--- config.mk ---
export PLATFORM = sky130hd
export DESIGN_NAME = gvne_fifo
export DESIGN_NICKNAME = d
export VERILOG_FILES = /design/src/sv/grid_vertex_normal_estimator_unit_macros.svh /design/src/sv/gvne_pkg.sv /design/src/sv/gvne_fifo.sv
export SDC_FILE = /design/constraint.sdc
export NUM_CORES = 1
export LEC_CHECK = 0
export ABC_AREA = 1
export BUFFER_PORTS_ARGS = -buffer_cell sky130_fd_sc_hd__buf_4
export CAP_MARGIN = 20
export CELL_PAD_IN_SITES_DETAIL_PLACEMENT = 1
export CELL_PAD_IN_SITES_GLOBAL_PLACEMENT = 2
export CORE_MARGIN = 2
export CORE_UTILIZATION = 31
export CTS_BUF_LIST = sky130_fd_sc_hd__clkbuf_16
export DETAILED_ROUTE_END_ITERATION = 12
export PLACE_DENSITY = 0.8
export SLEW_MARGIN = 10
export SYNTH_ARGS = -nofsm -noshare
export SYNTH_HDL_FRONTEND = slang
export SYNTH_SLANG_ARGS = --single-unit
export TNS_END_PERCENT = 50
--- constraint.sdc ---
create_clock -name clk_i -period 1.5 [get_ports clk_i]
set_clock_uncertainty 0.05 [all_clocks]
set_input_delay 0.3 -clock clk_i [delete_from_list [all_inputs] [get_ports clk_i]]
set_output_delay 0.3 -clock clk_i [all_outputs]
set_load 0.03 [all_outputs]
--- src/sv/grid_vertex_normal_estimator_unit_macros.svh ---
// Assertion macros shared by the grid vertex normal estimator
`ifndef GRID_VERTEX_NORMAL_ESTIMATOR_UNIT_MACROS_SVH
`define GRID_VERTEX_NORMAL_ESTIMATOR_UNIT_MACROS_SVH

// Same-cycle implication, clocked on clk_i, off during reset
`define GVNE_ASSERT_IMP(lbl, ante, cons) \
  lbl: assert property (@(posedge clk_i) disable iff (!rst_ni) (ante) |-> (cons)) \
    else $error("gvne assertion failed");

// Next-cycle implication, clocked on clk_i, off during reset
`define GVNE_ASSERT_NEXT(lbl, ante, cons) \
  lbl: assert property (@(posedge clk_i) disable iff (!rst_ni) (ante) |=> (cons)) \
    else $error("gvne assertion failed");

`endif

--- src/sv/gvne_pkg.sv ---
// Shared constants and types of the grid vertex normal estimator
package gvne_pkg;

  localparam int MaxColumnsDef = 63;
  localparam int CoordBitsDef  = 18;
  localparam int QueueDepth    = 2;
  localparam int ColW          = 6;
  localparam int SlotW         = 7;
  localparam int VidxW         = 16;
  localparam int NormW         = 16;
  localparam logic [ColW-1:0] ColumnsReset = 6'd4;

  typedef struct packed {
    logic [SlotW-1:0] p_slot;
    logic [SlotW-1:0] u_slot;
    logic [SlotW-1:0] v_slot;
    logic             missing;
    logic             flip;
    logic             last;
  } job_t;

  typedef struct packed {
    logic signed [NormW-1:0] norm_x;
    logic signed [NormW-1:0] norm_y;
    logic signed [NormW-1:0] norm_z;
    logic                    degenerate;
    logic                    run_last;
  } res_t;

  typedef struct packed {
    logic             en;
    logic [SlotW-1:0] slot;
  } wr_ctl_t;

endpackage

--- src/sv/gvne_fifo.sv ---
// Small synchronous queue used between the parts of the estimator
module gvne_fifo
  import gvne_pkg::*;
#(
  parameter int W     = 8,
  parameter int DEPTH = QueueDepth
) (
  input  logic         clk_i,
  input  logic         rst_ni,
  input  logic         push_i,
  input  logic [W-1:0] data_i,
  output logic         full_o,
  input  logic         pop_i,
  output logic [W-1:0] data_o,
  output logic         empty_o
);

  localparam int PW = (DEPTH > 1) ? $clog2(DEPTH) : 1;
  localparam int CW = $clog2(DEPTH + 1);

  logic [W-1:0]  mem_q [DEPTH];
  logic [PW-1:0] wr_q, rd_q;
  logic [CW-1:0] cnt_q;
  logic          do_push, do_pop;

  assign full_o  = (cnt_q == CW'(DEPTH));
  assign empty_o = (cnt_q == '0);
  assign do_push = push_i && !full_o;
  assign do_pop  = pop_i && !empty_o;
  assign data_o  = mem_q[rd_q];

  always_ff @(posedge clk_i) begin
    if (do_push) begin
      mem_q[wr_q] <= data_i;
    end
  end

  always_ff @(posedge clk_i or negedge rst_ni) begin
    if (!rst_ni) begin
      wr_q  <= '0;
      rd_q  <= '0;
      cnt_q <= '0;
    end else begin
      if (do_push) begin
        wr_q <= (wr_q == PW'(DEPTH - 1)) ? '0 : wr_q + 1'b1;
      end
      if (do_pop) begin
        rd_q <= (rd_q == PW'(DEPTH - 1)) ? '0 : rd_q + 1'b1;
      end
      if (do_push && !do_pop) begin
        cnt_q <= cnt_q + 1'b1;
      end else if (do_pop && !do_push) begin
        cnt_q <= cnt_q - 1'b1;
      end
    end
  end

endmodule

==> results of run 1 <==
-- synth_stat cells --
cell	count
nand3b_1	1
nor2_1	2
nor2_2	2
inv_1	7
xnor2_1	1
nand3_1	1
dfrtp_1	4
buf_2	1
o21ai_0	2
nand4_1	1
ha_1	1
edfxtp_1	16
inv_2	1
nand2_1	33
-- registers in the layout, summed over array words and instances (netlist names) --
name   cells
mem_q     16
cnt_q      2
rd_q       1
wr_q       1
-- layer usage --
layer  wire length, um  global-route usage  up-vias
li1                  -                   -      294
met1               705               0.153      285
met2               774               0.187       12
met3                82              0.0484        5
met4                36              0.0732        0
met5                 0                   0        -
-- area by class of cell --
class                           count  area (um2)  share of cell area
Clock buffer                        3        75.1              0.0632
Inverter                            8        35.0              0.0295
Timing Repair Buffer               27         251               0.212
Tap cell                           30        37.5              0.0316
Clock inverter                      1        3.75             0.00316
Multi-Input combinational cell     44         204               0.172
Sequential cell                    20         582               0.489
-- power breakdown --
group	internal [mW]	switching, mW	total [mW]
Combinational	0.519	0.700	1.22
Clock	0.355	0.183	0.538
Sequential	0.776	0.114	0.890
Total	1.65	0.997	2.65
-- through the flow --
step	instance area [um2]	instances	power [mW]	utilization
final	1190	133	2.65	0.480
after global routing	1190	133	2.83	0.480
after CTS	1150	133	2.58	0.465
after detailed placement	1040	126	1.97	0.420
after global placement	1040	126	1.95	0.420
after floorplan	815	73	1.53	-
-- final timing paths --
check | from | end | cells past startpoint
worst max-delay path | rd_q | data_o[2] | 4
worst min-delay path | data_i[6] | mem_q[1][6] | 1
worst max register to register | cnt_q[0] | cnt_q[1] | 7
worst min register to register | wr_q | wr_q | 2
max in group asynchronous | rst_ni | rd_q | 2
min in group asynchronous | rst_ni | rd_q | 2
-- timing repair --
item,CTS,global route
hold endpoints to repair,4,0
setup endpoints to repair,8,9
hold buffers,1,0
pin swaps,0,1
resized for setup,3,13
setup buffers,2,0
-- logic make-up (layout without fill, tap and decap cells) --
| group | after synthesis | count (layout) | share of synthesized area |
|---|---|---|---|
| AND/OR/NAND/NOR | 40 | 40 | 0.201 |
| adder cells (fa/ha/maj) | 1 | 1 | 0.0155 |
| buffers and inverters | 9 | 39 | 0.0433 |
| flip-flops | 20 | 20 | 0.717 |
| XOR/XNOR | 1 | 1 | 0.0108 |
| AO/OA/AOI/OAI | 2 | 2 | 0.0124 |
==> run metrics, run 1 <==
status=finished, final reports clean; setup slack, reg-to-reg=0.10 ns; most common cell after layout, fill and taps aside=nand2_1; hold_ws=0.183 ns; drt drc=0; H-tree levels=1; Sink Count=20; worst path bufs/invs=2; crit path max fanout=5; total core area=2480 um2; max-cap violations=0; fin crit share=0.982; Via Count=596; mapped cell area=810 um2; CTS tree=built; Critical Path RT=1.15 ns; setup TNS=0 ns; pwr dens=2230 nW/um2; type of the worst setup path=register to output port; dpl hpwl=1.18 mm; I/O pins=22; Die Y-Extent=55.1 um; Post-Synthesis Cells=73; Via density=4.48; Final ANT Viol Nets=0; Avg Cell Area, Syn=11.1 um2; clock-pin slew on the worst setup and hold paths=0.05 ns; largest net degree at the start of global routing=12; Net Count, Synth=86; crit path DAT=1.12 ns; RSZ-0062 raised after global routing=true; Global Route Usage Sum=0.125; commonest cells after routing, fill and taps aside=nand2_1, buf_4, edfxtp_1; die area=3040 um2; final worst slack=0.0276 ns; max incr delay on CP=0.46 ns; Leak=0.543 nW; leading area contributor after synthesis=edfxtp_1; num rows=18; port bufs=21; initial antenna violation count=0; Seq/Total Area, Yosys=0.717; Routed WL=1.60 mm; Worst Tran Pin Value=0.286 ns; first-pass GRT wire length=2.45 mm; area growth from synthesis to layout=46.8%; vias in the first global route=538; count of pins over their slew limit=0; post-synth top area share=0.594; share of layout cells above drive strength 1=0.350; largest cells by area after synthesis=edfxtp_1, nand2_1, dfrtp_1, inv_1, ha_1; Tightest Hold Check Type=primary input to register; Fillers=275; GR Overflow Total=0; peak supply drop=1350 uV; TritonCTS Buffers=3; wire per inst=12.0 um; distinct cell type count of the synthesized netlist=14; Synth Register Bits=20; Worst-Skew Late Latency=0.25 ns; startpoint types=register; Tmin final=1.47 ns; Most common cell on crit path=nand2_1; Die W=55.1 um; synth warn=0; placer congestion estimate=0.730; CTS root buffer=clkbuf_16; Clock Path Buffers=2; CP delay by family, top=flip-flops; DR pass1 iterations=2; Final Net Count=117; crit path max-delay cell type=dfrtp_2; antenna cells=0; initial core utilization=0.327; final hold vios=0; f_max=679 MHz; CP Capture Type=output port; worst rel slew slack=0.809; Cell Chain, Critical Path=buf_4, nand2_1, nand2_1, buf_6; Starting DRT DRC Count=1; worst slack at placement=0.0476 ns; Final setup violation count=0
Note: power is estimated with default switching activity, not from simulation.
==> run 2: changes to the inputs <==
--- a/config.mk
+++ b/config.mk
@@ -8,9 +8,8 @@
 export ABC_AREA = 1
 export BUFFER_PORTS_ARGS = -buffer_cell sky130_fd_sc_hd__buf_4
 export CAP_MARGIN = 20
-export CELL_PAD_IN_SITES_DETAIL_PLACEMENT = 1
+export CELL_PAD_IN_SITES_DETAIL_PLACEMENT = 2
 export CELL_PAD_IN_SITES_GLOBAL_PLACEMENT = 2
-export CORE_MARGIN = 2
 export CORE_UTILIZATION = 31
 export CTS_BUF_LIST = sky130_fd_sc_hd__clkbuf_16
 export DETAILED_ROUTE_END_ITERATION = 12
==> run metrics, run 2 (synthesis results as in run 1) <==
status=finished, violations left; failing checks=setup timing; worst slack at placement=0.0203 ns; CTS root buffer=clkbuf_16; DR pass1 iterations=4; worst rel slew slack=0.802; setup slack, reg-to-reg=0.08 ns; I/O pins=22; dpl hpwl=1.48 mm; Tightest Hold Check Type=primary input to register; GR Overflow Total=0; Worst-Skew Late Latency=0.25 ns; vias in the first global route=684; first-pass GRT wire length=3.34 mm; Starting DRT DRC Count=5; setup TNS=-0.0355 ns; largest net degree at the start of global routing=13; Via density=4.68; fin cells=136; Top reg by flops=mem_q; crit path max fanout=6; die area=2820 um2; drt drc=0; CP endpoint=data_o[1]; share of layout cells above drive strength 1=0.453; Clock Path Buffers=2; Critical Path RT=1.15 ns; Final setup violation count=2; r2r startpoint=cnt_q[1]; most common cell after layout, fill and taps aside=nand2_1; commonest cells after routing, fill and taps aside=nand2_1, buf_4, edfxtp_1; count of pins over their slew limit=0; Largest regs=mem_q x16, cnt_q x2; Die Y-Extent=53.1 um; startpoint types=register; clock-pin slew on the worst setup and hold paths=0.06 ns; num rows=18; TritonCTS Buffers=3; Worst setup startpoint=rd_q; RSZ-0062 raised after global routing=true; antenna cells=0; max-cap violations=0; peak supply drop=1150 uV; CP Capture Type=output port; CTS tree=built; total core area=2480 um2; Tmin final=1.54 ns; placed cells=127; Final Net Count=120; placer congestion estimate=0.700; r2r worst-path depth=8; hold_ws=0.181 ns; Die W=53.1 um; crit path DAT=1.19 ns; Via Count=636; Global Route Usage Sum=0.179; Final ANT Viol Nets=0; Sink Count=20; initial antenna violation count=0; f_max=651 MHz; port bufs=21; fin crit share=1.02; max FFs per register=16; final hold vios=0; Worst R2R End=cnt_q[1]; wire per inst=17.3 um; Routed WL=2.35 mm; Worst Tran Pin Value=0.294 ns; initial core utilization=0.327; Leak=0.566 nW; H-tree levels=1; pwr dens=2400 nW/um2; area growth from synthesis to layout=55.0%; final worst slack=-0.0350 ns; type of the worst setup path=register to output port
[run 2: cell count changes in the layout (fill, tap and decap cells not counted), moves of 2 or more]
cell	change
dfrtp_1	-2
nand2_1	-4
dfrtp_2	+2
buf_4	+5
nand2_2	+4
[run 2: critical path, stage by stage (launching register included)]
cell and delay (ns):
dfrtp_2 0.47, buf_4 0.16, nand2_1 0.07, nand2_1 0.08
buf_6 0.14
[run 2: layout make-up]
type	count	area, um2
clock inverter	1	30.0
fill	256	1220
sequential	20	584
tap	30	37.5
multi-input combinational	44	235
inverter	8	35.0
clock buffer	3	75.1
timing repair buffer	30	258
[run 2: layer usage]
layer / share of wire / GRT usage / routed length, um / vias to the layer above
met2: 0.54 / 0.321 / 1260 / 12
met1: 0.42 / 0.207 / 992 / 321
met5: 0 / 0 / 0 / -
li1: - / - / - / 299
met3: 0.027 / 0.0460 / 63 / 4
met4: 0.012 / 0.0526 / 29 / 0
[run 2: power by group]
part / switching, mW / total (mW) / leakage (nW) / internal, mW
Sequential: 0.131 / 0.913 / 0.194 / 0.782
Clock: 0.198 / 0.727 / 0.0511 / 0.529
Combinational: 0.812 / 1.37 / 0.322 / 0.559
[run 2: worst min path at each step]
stage | startpoint | to | slack [ns] | cells past startpoint
CTS | data_i[3] | mem_q[0][3] | 0.18 | 1
global route | data_i[3] | mem_q[0][3] | 0.18 | 1
floorplan | rst_ni | cnt_q[0] | -0.05 | 0
detailed placement | rst_ni | cnt_q[0] | 0.06 | 1
global placement | rst_ni | cnt_q[0] | 0.05 | 1
finish | data_i[3] | mem_q[0][3] | 0.18 | 1
[run 2: through the flow]
| step | utilization | cell area, um2 | total power, mW |
|---|---|---|---|
| CTS | 0.478 | 1180 | 2.85 |
| global placement | 0.418 | 1030 | 1.92 |
| detailed placement | 0.418 | 1030 | 2.00 |
| floorplan | - | 815 | 1.53 |
| global route | 0.507 | 1250 | 3.17 |
| finish | 0.507 | 1250 | 3.01 |
[run 2: repair_timing]
action | 4_1_cts | 5_1_grt
hold buffers | 1 | 0
hold endpoints to repair | 4 | 0
resized for setup | 10 | 14
endpoints found under the setup margin | 9 | 10
setup buffers | 1 | 3
pin swaps | 0 | 2
