===== src/sv/grid_vertex_normal_estimator_unit_macros.svh =====
// Assertion macros shared by the grid vertex normal estimator
`ifndef GRID_VERTEX_NORMAL_ESTIMATOR_UNIT_MACROS_SVH
`define GRID_VERTEX_NORMAL_ESTIMATOR_UNIT_MACROS_SVH

// Same-cycle implication, clocked on clk_i, off during reset
`define GVNE_ASSERT_IMP(lbl, ante, cons) \
  lbl: assert property (@(posedge clk_i) disable iff (!rst_ni) (ante) |-> (cons)) \
    else $error("gvne assertion failed");

// Next-cycle implication, clocked on clk_i, off during reset
`define GVNE_ASSERT_NEXT(lbl, ante, cons) \
  lbl: assert property (@(posedge clk_i) disable iff (!rst_ni) (ante) |=> (cons)) \
    else $error("gvne assertion failed");

`endif


===== src/sv/gvne_pkg.sv =====
// Shared constants and types of the grid vertex normal estimator
package gvne_pkg;

  localparam int MaxColumnsDef = 63;
  localparam int CoordBitsDef  = 18;
  localparam int QueueDepth    = 2;
  localparam int ColW          = 6;
  localparam int SlotW         = 7;
  localparam int VidxW         = 16;
  localparam int NormW         = 16;
  localparam logic [ColW-1:0] ColumnsReset = 6'd4;

  typedef struct packed {
    logic [SlotW-1:0] p_slot;
    logic [SlotW-1:0] u_slot;
    logic [SlotW-1:0] v_slot;
    logic             missing;
    logic             flip;
    logic             last;
  } job_t;

  typedef struct packed {
    logic signed [NormW-1:0] norm_x;
    logic signed [NormW-1:0] norm_y;
    logic signed [NormW-1:0] norm_z;
    logic                    degenerate;
    logic                    run_last;
  } res_t;

  typedef struct packed {
    logic             en;
    logic [SlotW-1:0] slot;
  } wr_ctl_t;

endpackage


===== src/sv/gvne_front.sv =====
// Front part: accepts vertices, tracks grid position, issues normal requests
module gvne_front
  import gvne_pkg::*;
#(
  parameter int MAX_COLUMNS = MaxColumnsDef,
  parameter int COORD_BITS  = CoordBitsDef
) (
  input  logic                         clk_i,
  input  logic                         rst_ni,
  input  logic                         push_i,
  output logic                         full_o,
  input  logic signed [COORD_BITS-1:0] pos_x_i,
  input  logic signed [COORD_BITS-1:0] pos_y_i,
  input  logic signed [COORD_BITS-1:0] pos_z_i,
  input  logic                         grid_end_i,
  input  logic                         cfg_valid_i,
  input  logic [ColW-1:0]              cfg_columns_i,
  output logic                         job_push_o,
  output job_t                         job_o,
  input  logic                         job_full_i,
  input  logic                         job_empty_i,
  output wr_ctl_t                      wr_o,
  output logic [3*COORD_BITS-1:0]      wr_data_o
);

  localparam int WIN = 2 * MAX_COLUMNS + 2;
  localparam int AW  = $clog2(WIN);

  typedef enum logic {F_IDLE, F_GEN} fstate_e;

  fstate_e          state_q;
  logic [ColW-1:0]  columns_q, colpos_q, c_q, col_q, j_q;
  logic [VidxW-1:0] vidx_q, k_q;
  logic [AW-1:0]    ring_q, s_q;
  logic             end_q, main_q;

  logic [ColW-1:0]  c_eff, colj, cnt_fl;
  logic [ColW:0]    d, ud, vd, colsum;
  logic             row0, acc, main_acc;
  logic [VidxW:0]   vinc;

  function automatic logic [AW-1:0] back_slot(logic [AW-1:0] s, logic [ColW:0] dd);
    logic [AW:0] t;
    t = {1'b0, s} + (AW+1)'(WIN) - (AW+1)'(dd);
    if (t >= (AW+1)'(WIN)) begin
      t = t - (AW+1)'(WIN);
    end
    return t[AW-1:0];
  endfunction

  always_comb begin
    c_eff = columns_q;
    if (columns_q < ColW'(2)) begin
      c_eff = ColW'(2);
    end else if (columns_q > ColW'(MAX_COLUMNS)) begin
      c_eff = ColW'(MAX_COLUMNS);
    end
  end

  assign full_o   = (state_q != F_IDLE) || !job_empty_i;
  assign acc      = push_i && !full_o;
  assign vinc     = {1'b0, vidx_q} + 1'b1;
  assign main_acc = (vidx_q >= VidxW'(c_eff));
  assign cnt_fl   = (vinc < (VidxW+1)'(c_eff)) ? vinc[ColW-1:0] : c_eff;

  always_comb begin
    d      = main_q ? {1'b0, c_q} : {1'b0, j_q};
    colsum = {1'b0, col_q} + {1'b0, c_q} - {1'b0, j_q};
    if (main_q) begin
      colj = col_q;
      row0 = (k_q < VidxW'({c_q, 1'b0}));
    end else begin
      colj = (colsum >= {1'b0, c_q}) ? colsum[ColW-1:0] - c_q : colsum[ColW-1:0];
      row0 = ({1'b0, k_q} < (VidxW+1)'({1'b0, c_q} + {1'b0, j_q}));
    end
    ud = (colj != '0) ? d + 1'b1 : d - 1'b1;
    vd = row0 ? d - {1'b0, c_q} : d + {1'b0, c_q};
    job_o.p_slot  = SlotW'(back_slot(s_q, d));
    job_o.u_slot  = SlotW'(back_slot(s_q, ud));
    job_o.v_slot  = SlotW'(back_slot(s_q, vd));
    job_o.missing = ((colj == '0) && (d == '0)) || (row0 && (d < {1'b0, c_q}));
    job_o.flip    = (colj == '0) || row0;
    job_o.last    = !main_q && (j_q == '0);
  end

  assign job_push_o = (state_q == F_GEN) && !job_full_i;
  assign wr_o.en    = acc;
  assign wr_o.slot  = SlotW'(ring_q);
  assign wr_data_o  = {pos_x_i, pos_y_i, pos_z_i};

  always_ff @(posedge clk_i or negedge rst_ni) begin
    if (!rst_ni) begin
      state_q   <= F_IDLE;
      columns_q <= ColumnsReset;
      colpos_q  <= '0;
      vidx_q    <= '0;
      ring_q    <= '0;
      main_q    <= 1'b0;
      end_q     <= 1'b0;
      c_q       <= '0;
      col_q     <= '0;
      j_q       <= '0;
      k_q       <= '0;
      s_q       <= '0;
    end else begin
      if (cfg_valid_i) begin
        columns_q <= cfg_columns_i;
        colpos_q  <= '0;
        vidx_q    <= '0;
      end
      case (state_q)
        F_IDLE: begin
          if (acc) begin
            k_q    <= vidx_q;
            c_q    <= c_eff;
            col_q  <= colpos_q;
            s_q    <= ring_q;
            end_q  <= grid_end_i;
            main_q <= main_acc;
            j_q    <= cnt_fl - 1'b1;
            ring_q <= (ring_q == AW'(WIN - 1)) ? '0 : ring_q + 1'b1;
            if (grid_end_i) begin
              vidx_q   <= '0;
              colpos_q <= '0;
            end else begin
              if (vidx_q != '1) begin
                vidx_q <= vinc[VidxW-1:0];
              end
              colpos_q <= (colpos_q + 1'b1 == c_eff) ? '0 : colpos_q + 1'b1;
            end
            if (main_acc || grid_end_i) begin
              state_q <= F_GEN;
            end
          end
        end
        F_GEN: begin
          if (!job_full_i) begin
            if (main_q) begin
              main_q <= 1'b0;
              if (!end_q) begin
                state_q <= F_IDLE;
              end
            end else if (j_q == '0) begin
              state_q <= F_IDLE;
            end else begin
              j_q <= j_q - 1'b1;
            end
          end
        end
        default: state_q <= F_IDLE;
      endcase
    end
  end

endmodule


===== config.mk =====
export PLATFORM = sky130hd
export DESIGN_NAME = gvne_front
export DESIGN_NICKNAME = d
export VERILOG_FILES = /design/src/sv/grid_vertex_normal_estimator_unit_macros.svh /design/src/sv/gvne_pkg.sv /design/src/sv/gvne_front.sv
export SDC_FILE = /design/constraint.sdc
export NUM_CORES = 1
export LEC_CHECK = 0
export BUFFER_PORTS_ARGS = -buffer_cell sky130_fd_sc_hd__buf_2
export CAP_MARGIN = 40
export CORE_MARGIN = 10
export CORE_UTILIZATION = 55
export DETAILED_ROUTE_END_ITERATION = 16
export PLACE_DENSITY_LB_ADDON = 0.12
export SLEW_MARGIN = 10
export SYNTH_ARGS = -nofsm -noshare
export SYNTH_HDL_FRONTEND = slang
export SYNTH_SLANG_ARGS = --single-unit

===== constraint.sdc =====
create_clock -name clk_i -period 16.95 [get_ports clk_i]
set_clock_uncertainty 0.1 [all_clocks]
set_input_delay 1.695 -clock clk_i [delete_from_list [all_inputs] [get_ports clk_i]]
set_output_delay 1.695 -clock clk_i [all_outputs]
set_load 0.01 [all_outputs]

==> impl_metrics.toml <==
[grt]
grt_pass1_vias = 5818
globalRouteTotalUtil = 0.190
grt_pass1_wl_um = 29000
antenna_found_initial = 0
grt_max_degree = 56
grt_overflow = 0

[drt]
dr.first_iter.drc_count = 340
drc = 0
via_per_inst = 5.69
routedWlPerCell_um = 16.6
ant_nets = 0
routed_wl_um = 17300
num_vias = 5929
first_pass_iters = 6

[synthesis]
synth_edf_count = 0
synth_adder_area_share = 0.183
synth_mux_area_frac = 0.0170
synth-seq-cells = 79
netlist_instances = 884
synth.cell_area_sq_um = 7430
avgSynthCellArea_sq_um = 8.40
async_reset_ff_frac = 1.00
synth-xor-area-share = 0.0635
synth-simple-area-share = 0.199
synth_compound_area_frac = 0.154
ys_types = 71
synthFlopType = "dfrtp_1"
ys.warnings.count = 0
ys_seq_area_frac = 0.266
synth_top_family_by_area = "simple AND/OR/NAND/NOR gates"
syn_nets = 1051

[layout]
syn2layout_area_growth_pct = 2.80
utilization = 0.577
insertedDiodeCount = 0
fin_cells = 1042
final_nets = 1028
drive_gt1_frac = 0.113

[status]
status = "completed"

[critical_path]
reg2reg_from = "vidx_q[0]$_DFF_PN0_"
crit_slowest_cell = "fa_1"
cp_max_fo = 8
crit_start = "c_q[1]$_DFFE_PN0P_"
crit_type = "register to output pin"
required_ns = 15.15
end_kind = "output pin"
cp_slowest_stage_delay_ns = 0.63
arrival_ns = 7.08
startpoint_type = "register"
crit_top_cell = "a21oi_1"

[sta]
hold_violations = 0
setup_tns_ns = 0
fin_crit_ns = 8.87
rsz0062_at_grt = "no"
fin_ws_ns = 8.08
finalSetupViolCount = 0
finalCritPeriodShare = 0.523
maxSlewViolCount = 0
whs_ns = 0.381
timing.fmax_ghz = 0.113
worst_pin_slew_ns = 0.826
slew_headroom = 0.442

[power_and_ir_drop]
power.leakage_nw = 3.80
peakVddDrop_mv = 0.118
power.density_nw_per_um2 = 241

[placement]
placed_cells = 1026
dp_hpwl_um = 13000
port_buffers = 46
pre_cts_slack_ns = 8.44
place_congestion = 0.866

[clock_tree]
path_clk_slew_ns = 0.06
ctsHoldBuffers = 0
clock-sinks = 79
cts_root_buf = "clkbuf_16"
postCtsSetupBuffers = 0
cts_buffers = 9
cts.repair.resized = 0
cts-htree-levels = 3
cts_buffer_depth = 2
clk_latency_ns = 0.34
cts_tree = "done"

[die]
dieArea_sq_um = 18600
fp.coreArea_sq_um = 13200
die_x_um = 136
die_h_um = 136
io_pins = 155
initial_core_util = 0.561
rows = 42

[job]
cap_violations = 0

[hold_path]
hold_class = "register to register"
hp-start = "k_q[15]$_DFFE_PN0P_"
## report_power, final
group	internal [W]	switching, W
Clock	0.000114	0.0000783
Combinational	0.000620	0.000753
Sequential	0.000220	0.0000595
## state kept, by name, summed over array words and instances, names as in the netlist, 6 cells and up
name / count
col_q: 6
columns_q: 6
ring_q: 7
j_q: 6
colpos_q: 6
s_q: 7
c_q: 6
vidx_q: 16
k_q: 16
## synthesized netlist by cell type (3+ instances only)
cell,instances,area [sq um]
nor3b_1,5,37.5
a211oi_1,4,30.0
xor2_1,25,219
or3_1,5,31.3
nor4_1,8,50.1
dfrtp_1,78,1950
mux2i_1,7,70.1
nand3b_1,7,52.6
a31oi_1,5,31.3
buf_6,3,33.8
nand2_1,126,473
buf_4,59,443
clkbuf_8,3,41.3
mux2_2,5,56.3
and3_1,5,31.3
o21a_1,3,22.5
nand4_1,10,62.6
nor2_1,47,176
ha_1,86,1080
nand3_1,21,105
nor3_1,13,65.1
o21bai_1,7,52.6
o21ai_0,69,345
a21oi_1,48,240
xnor2_1,27,236
buf_1,4,15.0
a21o_1,20,150
inv_1,71,267
and2_1,3,18.8
nor2b_1,14,87.6
o31ai_1,4,30.0
nand2b_1,15,93.8
clkbuf_1,16,60.1
fa_1,14,280
## path summary, 6_finish.rpt
| path | slack [ns] | to | cells past startpoint |
|---|---|---|---|
| max in group asynchronous | 14.99 | k_q[1]$_DFFE_PN0P_ | 2 |
| setup / recovery | 8.08 | job_o[16] | 33 |
| hold / removal | 0.38 | k_q[15]$_DFFE_PN0P_ | 2 |
| setup reg to reg | 12.97 | j_q[2]$_DFFE_PN0P_ | 13 |
| hold reg to reg | 0.38 | k_q[15]$_DFFE_PN0P_ | 2 |
| min in group asynchronous | 1.17 | columns_q[1]$_DFFE_PN0P_ | 1 |
## routing by layer
metal | wire [um] | part of all wire | up-vias | GRT usage
met2 | 8280 | 0.48 | 166 | 0.320
met3 | 902 | 0.052 | 24 | 0.0351
li1 | - | - | 2919 | -
met1 | 7810 | 0.45 | 2820 | 0.242
met5 | 0 | 0 | - | 0
met4 | 262 | 0.015 | 0 | 0.0568
## critical path, delay by kind of cell (launching register included)
family	cells	cell delay, ns
buf+inv	6	0.86
compound gates	11	1.82
fa+ha+maj	5	1.81
xor+xnor	3	0.51
flops	1	0.52
simple gates	8	1.20
## placed cells by master, fill, tap and decap left out, types with 4 or more instances in the layout
cell / synthesis / layout
a211oi_1: 4 / 4
a21o_1: 20 / 20
a21oi_1: 48 / 48
a31oi_1: 5 / 5
and3_1: 5 / 5
buf_2: 2 / 47
buf_4: 59 / 5
clkbuf_16: 0 / 9
dfrtp_1: 78 / 78
fa_1: 14 / 14
ha_1: 86 / 86
inv_1: 71 / 71
mux2_2: 5 / 5
mux2i_1: 7 / 7
nand2_1: 126 / 126
nand2b_1: 15 / 15
nand3_1: 21 / 21
nand3b_1: 7 / 7
nand4_1: 10 / 10
nor2_1: 47 / 47
nor2b_1: 14 / 14
nor3_1: 13 / 13
nor3b_1: 5 / 5
nor4_1: 8 / 8
o21ai_0: 69 / 69
o21bai_1: 7 / 7
o31ai_1: 4 / 4
or3_1: 5 / 5
xnor2_1: 27 / 27
xor2_1: 25 / 25
## logic make-up (layout without fill, tap and decap cells)
logic type | Yosys count | in the layout
flops | 79 | 79
simple gates | 297 | 297
buf+inv | 158 | 140
mux | 12 | 12
fa+ha+maj | 100 | 100
compound gates | 185 | 185
xor+xnor | 53 | 53
## final cells by class
class                      count  area (sq um)
timing repair buffer          53           300
tap                          176           220
fill                        1216          5610
inverter                      71           267
multi-input combinational    647          4580
clock buffer                  10           229
sequential                    79          1980
clock inverter                 6          61.3
## per-stage QoR
| step | instance area, sq um | power (W) |
|---|---|---|
| after global routing | 7640 | 0.00206 |
| after CTS | 7640 | 0.00186 |
| after global placement | 7300 | 0.00162 |
| final | 7640 | 0.00184 |
| after floorplan | 7430 | 0.00130 |
| after detailed placement | 7350 | 0.00166 |
No activity file was read; power rests on OpenSTA's default activity.
